File: src/design/bgs_pkg.sv
// Shared widths, defaults and request codes for the bilinear grid sampler.
package bgs_pkg;

    localparam int HEIGHT_W        = 16;
    localparam int COORD_W         = 17;
    localparam int WIDX_W          = 16;
    localparam int GSIZE_W         = 9;

    localparam int DEF_MAX_SIDE    = 256;
    localparam int DEF_FRAC_BITS   = 8;
    localparam int GRID_SIZE_RESET = 256;
    localparam int SIDE_MIN        = 2;

    localparam logic KIND_WRITE = 1'b0;
    localparam logic KIND_QUERY = 1'b1;

endpackage

File: src/design/bgs_clamp.sv
// Coordinate clamp-to-edge and split into integer index, next index and fraction.
module bgs_clamp #(
    parameter int MAX_SIDE  = bgs_pkg::DEF_MAX_SIDE,
    parameter int FRAC_BITS = bgs_pkg::DEF_FRAC_BITS
) (
    input  logic signed [bgs_pkg::COORD_W-1:0]  i_coord,
    input  logic [$clog2(MAX_SIDE+1)-1:0]        i_side,
    output logic [$clog2(MAX_SIDE)-1:0]          o_idx0,
    output logic [$clog2(MAX_SIDE)-1:0]          o_idx1,
    output logic [FRAC_BITS-1:0]                 o_frac
);
    import bgs_pkg::*;

    localparam int IDX_W = $clog2(MAX_SIDE);
    localparam int UW    = IDX_W + FRAC_BITS;
    localparam int CW    = ((COORD_W > UW) ? COORD_W : UW) + 1;

    logic [IDX_W-1:0]     side_m1;
    logic signed [CW-1:0] coord_ext;
    logic signed [CW-1:0] top;
    logic [UW-1:0]        clamped;

    always_comb begin
        side_m1   = IDX_W'(i_side - 1'b1);
        coord_ext = CW'(i_coord);
        top       = $signed(CW'({side_m1, {FRAC_BITS{1'b0}}}));
        if (coord_ext[CW-1]) begin
            clamped = '0;
        end else if (coord_ext > top) begin
            clamped = UW'(top);
        end else begin
            clamped = UW'(coord_ext);
        end
        o_idx0 = clamped[UW-1:FRAC_BITS];
        o_frac = clamped[FRAC_BITS-1:0];
        // next sample sticks to the last column or row at the edge
        if (o_idx0 == side_m1) begin
            o_idx1 = o_idx0;
        end else begin
            o_idx1 = o_idx0 + 1'b1;
        end
    end

endmodule

File: config.mk
export PLATFORM = sky130hd
export DESIGN_NAME = bgs_clamp
export DESIGN_NICKNAME = d
export VERILOG_FILES = /design/src/design/bgs_pkg.sv /design/src/design/bgs_clamp.sv
export SDC_FILE = /design/constraint.sdc
export NUM_CORES = 1
export LEC_CHECK = 0
export BUFFER_PORTS_ARGS = -buffer_cell sky130_fd_sc_hd__buf_2
export CAP_MARGIN = 25
export CORE_ASPECT_RATIO = 1.25
export CORE_MARGIN = 1
export CORE_UTILIZATION = 54
export DETAILED_ROUTE_END_ITERATION = 16
export PLACE_DENSITY = 0.9
export REMOVE_ABC_BUFFERS = 1
export SLEW_MARGIN = 5
export SYNTH_ARGS = -nofsm -noshare
export SYNTH_HDL_FRONTEND = slang
export SYNTH_SLANG_ARGS = --single-unit
File: constraint.sdc
create_clock -name vclk -period 8.3
set_input_delay 1.66 -clock vclk [all_inputs]
set_output_delay 1.66 -clock vclk [all_outputs]
set_load 0.01 [all_outputs]
# Yosys cells after proc, flatten, opt, wreduce, memory -nomap -nowiden
# Index checks and enable logic that the tools add are counted.
[classes]
add_sub_neg = 2
magnitude_cmp = 1
eq_ne = 1
muxes = 3
[ops]
columns = ["operator", "count"]
rows = [
  ["$mux W16", 2],
  ["$gt A17 B17 Y1", 1],
  ["$add A8 B1 Y8 const B", 1],
  ["$eq A8 B8 Y1", 1],
  ["$mux W8", 1],
  ["$sub A8 B1 Y8 const B", 1],
]
[word_totals]
ff_bits = 0
input_bits = 26
out_inout_bits = 24

# Depth between registers and ports, before layout
[depth]
word_depth = 6
ltp_mapped = 20
ltp_nobuf = 18

# Least setup slack after synthesis
# No wires, ideal clock.
[synth_path]
path_kind = "input-to-output"
start = "input i_side[0]"
end = "output o_idx1[4]"
arrival_time_ns = 5.216
required_ns = 6.640
setup_slack_ns = 1.424
path_stages = 18
n_path_buf = 3
cell_sequence = "clkbuf_1 -> inv_1 -> ha_1 -> xnor2_1 -> ha_1 -> a21oi_1 -> a2111oi_0 -> nor4_1 -> and4b_1 -> o21ai_4 -> buf_6 -> buf_2 -> a21oi_1 -> nor2_1 -> ha_1 -> nor2b_1 -> nand4_1 -> xnor2_1"
[synth_via]
elab_chain_cells = 6
elab_cells_between_ends = 7
classes_between = "2 x add/sub; 1 x order compare; 1 x eq/ne; 3 x mux"
[synth_rtl]
columns = ["element", "line_no", "source"]
rows = [
  ["start: declaration", "bgs_clamp.sv:7", "input logic [$clog2(MAX_SIDE+1)-1:0] i_side,"],
  ["$sub A8 B1 Y8 *", "bgs_clamp.sv:24", "side_m1 = IDX_W'(i_side - 1'b1);"],
  ["$gt A17 B17 Y1", "bgs_clamp.sv:29", "end else if (coord_ext > top) begin"],
  ["$mux W16 *", "bgs_clamp.sv:29", ""],
  ["$mux W16 *", "bgs_clamp.sv:27", "if (coord_ext[CW-1]) begin"],
  ["named net o_idx0[1]", "bgs_clamp.sv:8", "output logic [$clog2(MAX_SIDE)-1:0] o_idx0,"],
  ["$add A8 B1 Y8 or $eq A8 B8 Y1 (tied branches)", "bgs_clamp.sv:40, bgs_clamp.sv:37", ""],
  ["$mux W8 *", "bgs_clamp.sv:37", "if (o_idx0 == side_m1) begin"],
  ["end: declaration", "bgs_clamp.sv:9", "output logic [$clog2(MAX_SIDE)-1:0] o_idx1,"],
]
# The timed path passes the listed nets; every way through them passes the cells marked *.

# Final worst setup path
[layout_path]
start = "input i_side[0]"
end = "output o_idx1[6]"
[layout_via]
elab_chain_cells = 6
elab_cells_between_ends = 7
classes_between = "2 x add/sub; 1 x order compare; 1 x eq/ne; 3 x mux"
[layout_rtl]
columns = ["element", "line_no"]
rows = [
  ["$sub A8 B1 Y8 *", "bgs_clamp.sv:24"],
  ["$gt A17 B17 Y1", "bgs_clamp.sv:29"],
  ["$mux W16", "bgs_clamp.sv:29"],
  ["$mux W16", "bgs_clamp.sv:27"],
  ["$add A8 B1 Y8 or $eq A8 B8 Y1 (tied branches)", "bgs_clamp.sv:40, bgs_clamp.sv:37"],
  ["$mux W8 *", "bgs_clamp.sv:37"],
]
# Mark *: on every way between the ends. The rest lies on a longest branch, timed or not.

==> results_dict.tcl <==
set metrics [dict create \
    status "complete, no violations" \
    worst_setup_path_end_kind "output port" \
    drtPass1Iterations 4 \
    setup_violations 0 \
    grt_antenna_before_repair 0 \
    grt_use_total 0.2618 \
    tightest_slew_ns 0.7490 \
    drc 0 \
    dp_hpwl_mm 2.460 \
    pin_count 50 \
    whs_path_depth 3 \
    worst_ir_drop_vdd_v 0.00003224 \
    min_to "o_frac[2]" \
    setup_tns_ns 0 \
    mostFrequentLayoutCells "buf_2 (49), inv_1 (12), nor2_1 (12)" \
    fin_ws_ns 1.306 \
    multi_input_area_um2 997.2 \
    start_util 0.5977 \
    ff_latch_area_um2 0 \
    yosysWarnings 0 \
    whs_ns 3.654 \
    fin_area_um2 1319 \
    min-delay-start "i_coord[2]" \
    p_per_area_nw_per_um2 68.10 \
    synth.distinct_cells 54 \
    seq_area_frac_synth 0 \
    post_cts_buffers 0 \
    total_power_w 0.00008981 \
    place_congestion 0.9238 \
    crit_chain "buf_2, inv_1, ha_1, nor3b_1, xor2_1, inv_1, ha_1, inv_1, a2111oi_0, nor4_1, and4b_1, o21ai_4, nor2_1, a21oi_1, nor2_1, ha_1, nor2b_1, nand4_1, xnor2_1, buf_2" \
    overflow 0 \
    area_growth_pct 19.23 \
    wl_met1_mm 1.251 \
    design.die.area_um2 2234 \
    avgViaCountPerCell 6.373 \
    slew_viol_final 0 \
    grt_pass1_vias 1120 \
    numPortBuffers 49 \
    num-clock-buffers 0 \
    via_count 1351 \
    pre_cts_ws_ns 1.321 \
    fillers 152 \
    yosys.area.top_type_share 0.07919 \
    row_count 17 \
    cpPeakStageDelay_ns 0.38 \
    hold_violations 0 \
    met2_length_mm 1.585 \
    nFlopsAndLatches 0 \
    maxSlewHeadroom 0.4961 \
    die_y_um 52.60 \
    critPathTopFamily "simple AND/OR/NAND/NOR gates" \
    rsz0062_at_grt "false" \
    wl_met3_um 192 \
    fp.coreArea_um2 1851 \
    leakagePower_nw 0.6591 \
    clock.fmax_mhz 143.0 \
    ant_nets 0 \
    fin_crit_sh 0.8427 \
    syn_area_um2 1106 \
    avgSynthCellArea_um2 7.136 \
    start_kind "input pin" \
    post_drt_wl_per_cell_um 14.36 \
    place_area_um2 1319 \
    wl_mm 3.044 \
    required_ns 6.64 \
    critical_path_class "in2out" \
    routed.top_layer "met4" \
    grt_pass1_wl_mm 4.767 \
    die_w_um 42.48 \
    synth.area.top_cells "ha_1 (7.9%), xnor2_1 (5.5%), and3_1 (5.1%), inv_1 (4.1%), nor2_1 (4.1%)" \
    drv_cap 0 \
    hold_buffers 0 \
    final_common_cell "buf_2" \
    num-nets-final 228 \
    ctsResizeCount 0 \
    min_period_ns 6.994 \
    diodes 0 \
    post_route_cells_drive_above_1_share 0.3212 \
    syn_inst 155 \
    min_path_type "in2out" \
    first_iter_violations 48 \
    crit_buf_inv 5 \
    crit_arrival_ns 5.33 \
    crit_fanout 12 \
    critPathSlowestCell "a2111oi_0" \
    yosysTopAreaCell "ha_1" \
    grt_max_degree 26 \
]
layout make-up:
cell class | count | share of cell area
timing repair buffer | 50 | 0.1917
tap | 19 | 0.01803
inverter | 12 | 0.03416
multi-input combinational | 131 | 0.7562
cell usage after synthesis (3+ instances only):
| cell | instances |
|---|---|
| nand2_1 | 6 |
| ha_1 | 7 |
| clkbuf_1 | 7 |
| a21oi_1 | 8 |
| nor3_1 | 5 |
| inv_1 | 12 |
| and3_1 | 9 |
| nor4_1 | 5 |
| nor2_1 | 12 |
| o21ai_0 | 5 |
| buf_2 | 3 |
| nand4_1 | 4 |
| xor2_1 | 3 |
| xnor2_1 | 7 |
| or2_2 | 3 |
| a31oi_1 | 4 |
| mux2i_1 | 4 |
cells by family (layout without fill, tap and decap cells):
kind of cell / after synthesis / in the layout / share of synthesized area
xor gates and xnor gates: 12 / 12 / 0.1199
buffers and inverters: 24 / 62 / 0.09841
muxes: 6 / 6 / 0.05995
AOI/OAI and AO/OA: 39 / 39 / 0.2545
and+or+nand+nor: 67 / 67 / 0.3880
adders and majority gates: 7 / 7 / 0.07918
per-stage QoR:
stage                       util  instances
after floorplan                -        143
after global placement    0.7126        212
after detailed placement  0.7126        212
after CTS                 0.7126        212
after global routing      0.7126        212
final                     0.7126        212
report_power, final:
group	leakage [nW]	switching, W	total (W)	internal [W]
logic	0.659	0.0000515	0.0000898	0.0000384
registers	0	0	0	0
clock network	0	0	0	0
routing by layer:
metal / vias to the layer above / track usage
met2: 62 / 0.5282
met5: - / 0
met4: 0 / 0.01563
met1: 622 / 0.3198
met3: 2 / 0
li1: 665 / -
how the worst max path moves through the flow:
stage                     cells after the start  slack [ns]  startpoint   endpoint
after floorplan                              14        1.55   i_side[2]  o_idx1[6]
after CTS                                    20        1.33   i_side[0]  o_idx1[6]
final                                        20        1.31   i_side[0]  o_idx1[6]
after detailed placement                     20        1.32   i_side[0]  o_idx1[6]
after global placement                       20        1.50   i_side[0]  o_idx1[6]
after global routing                         20        1.06   i_side[0]  o_idx1[6]
Power figures use the tool's default switching activity.
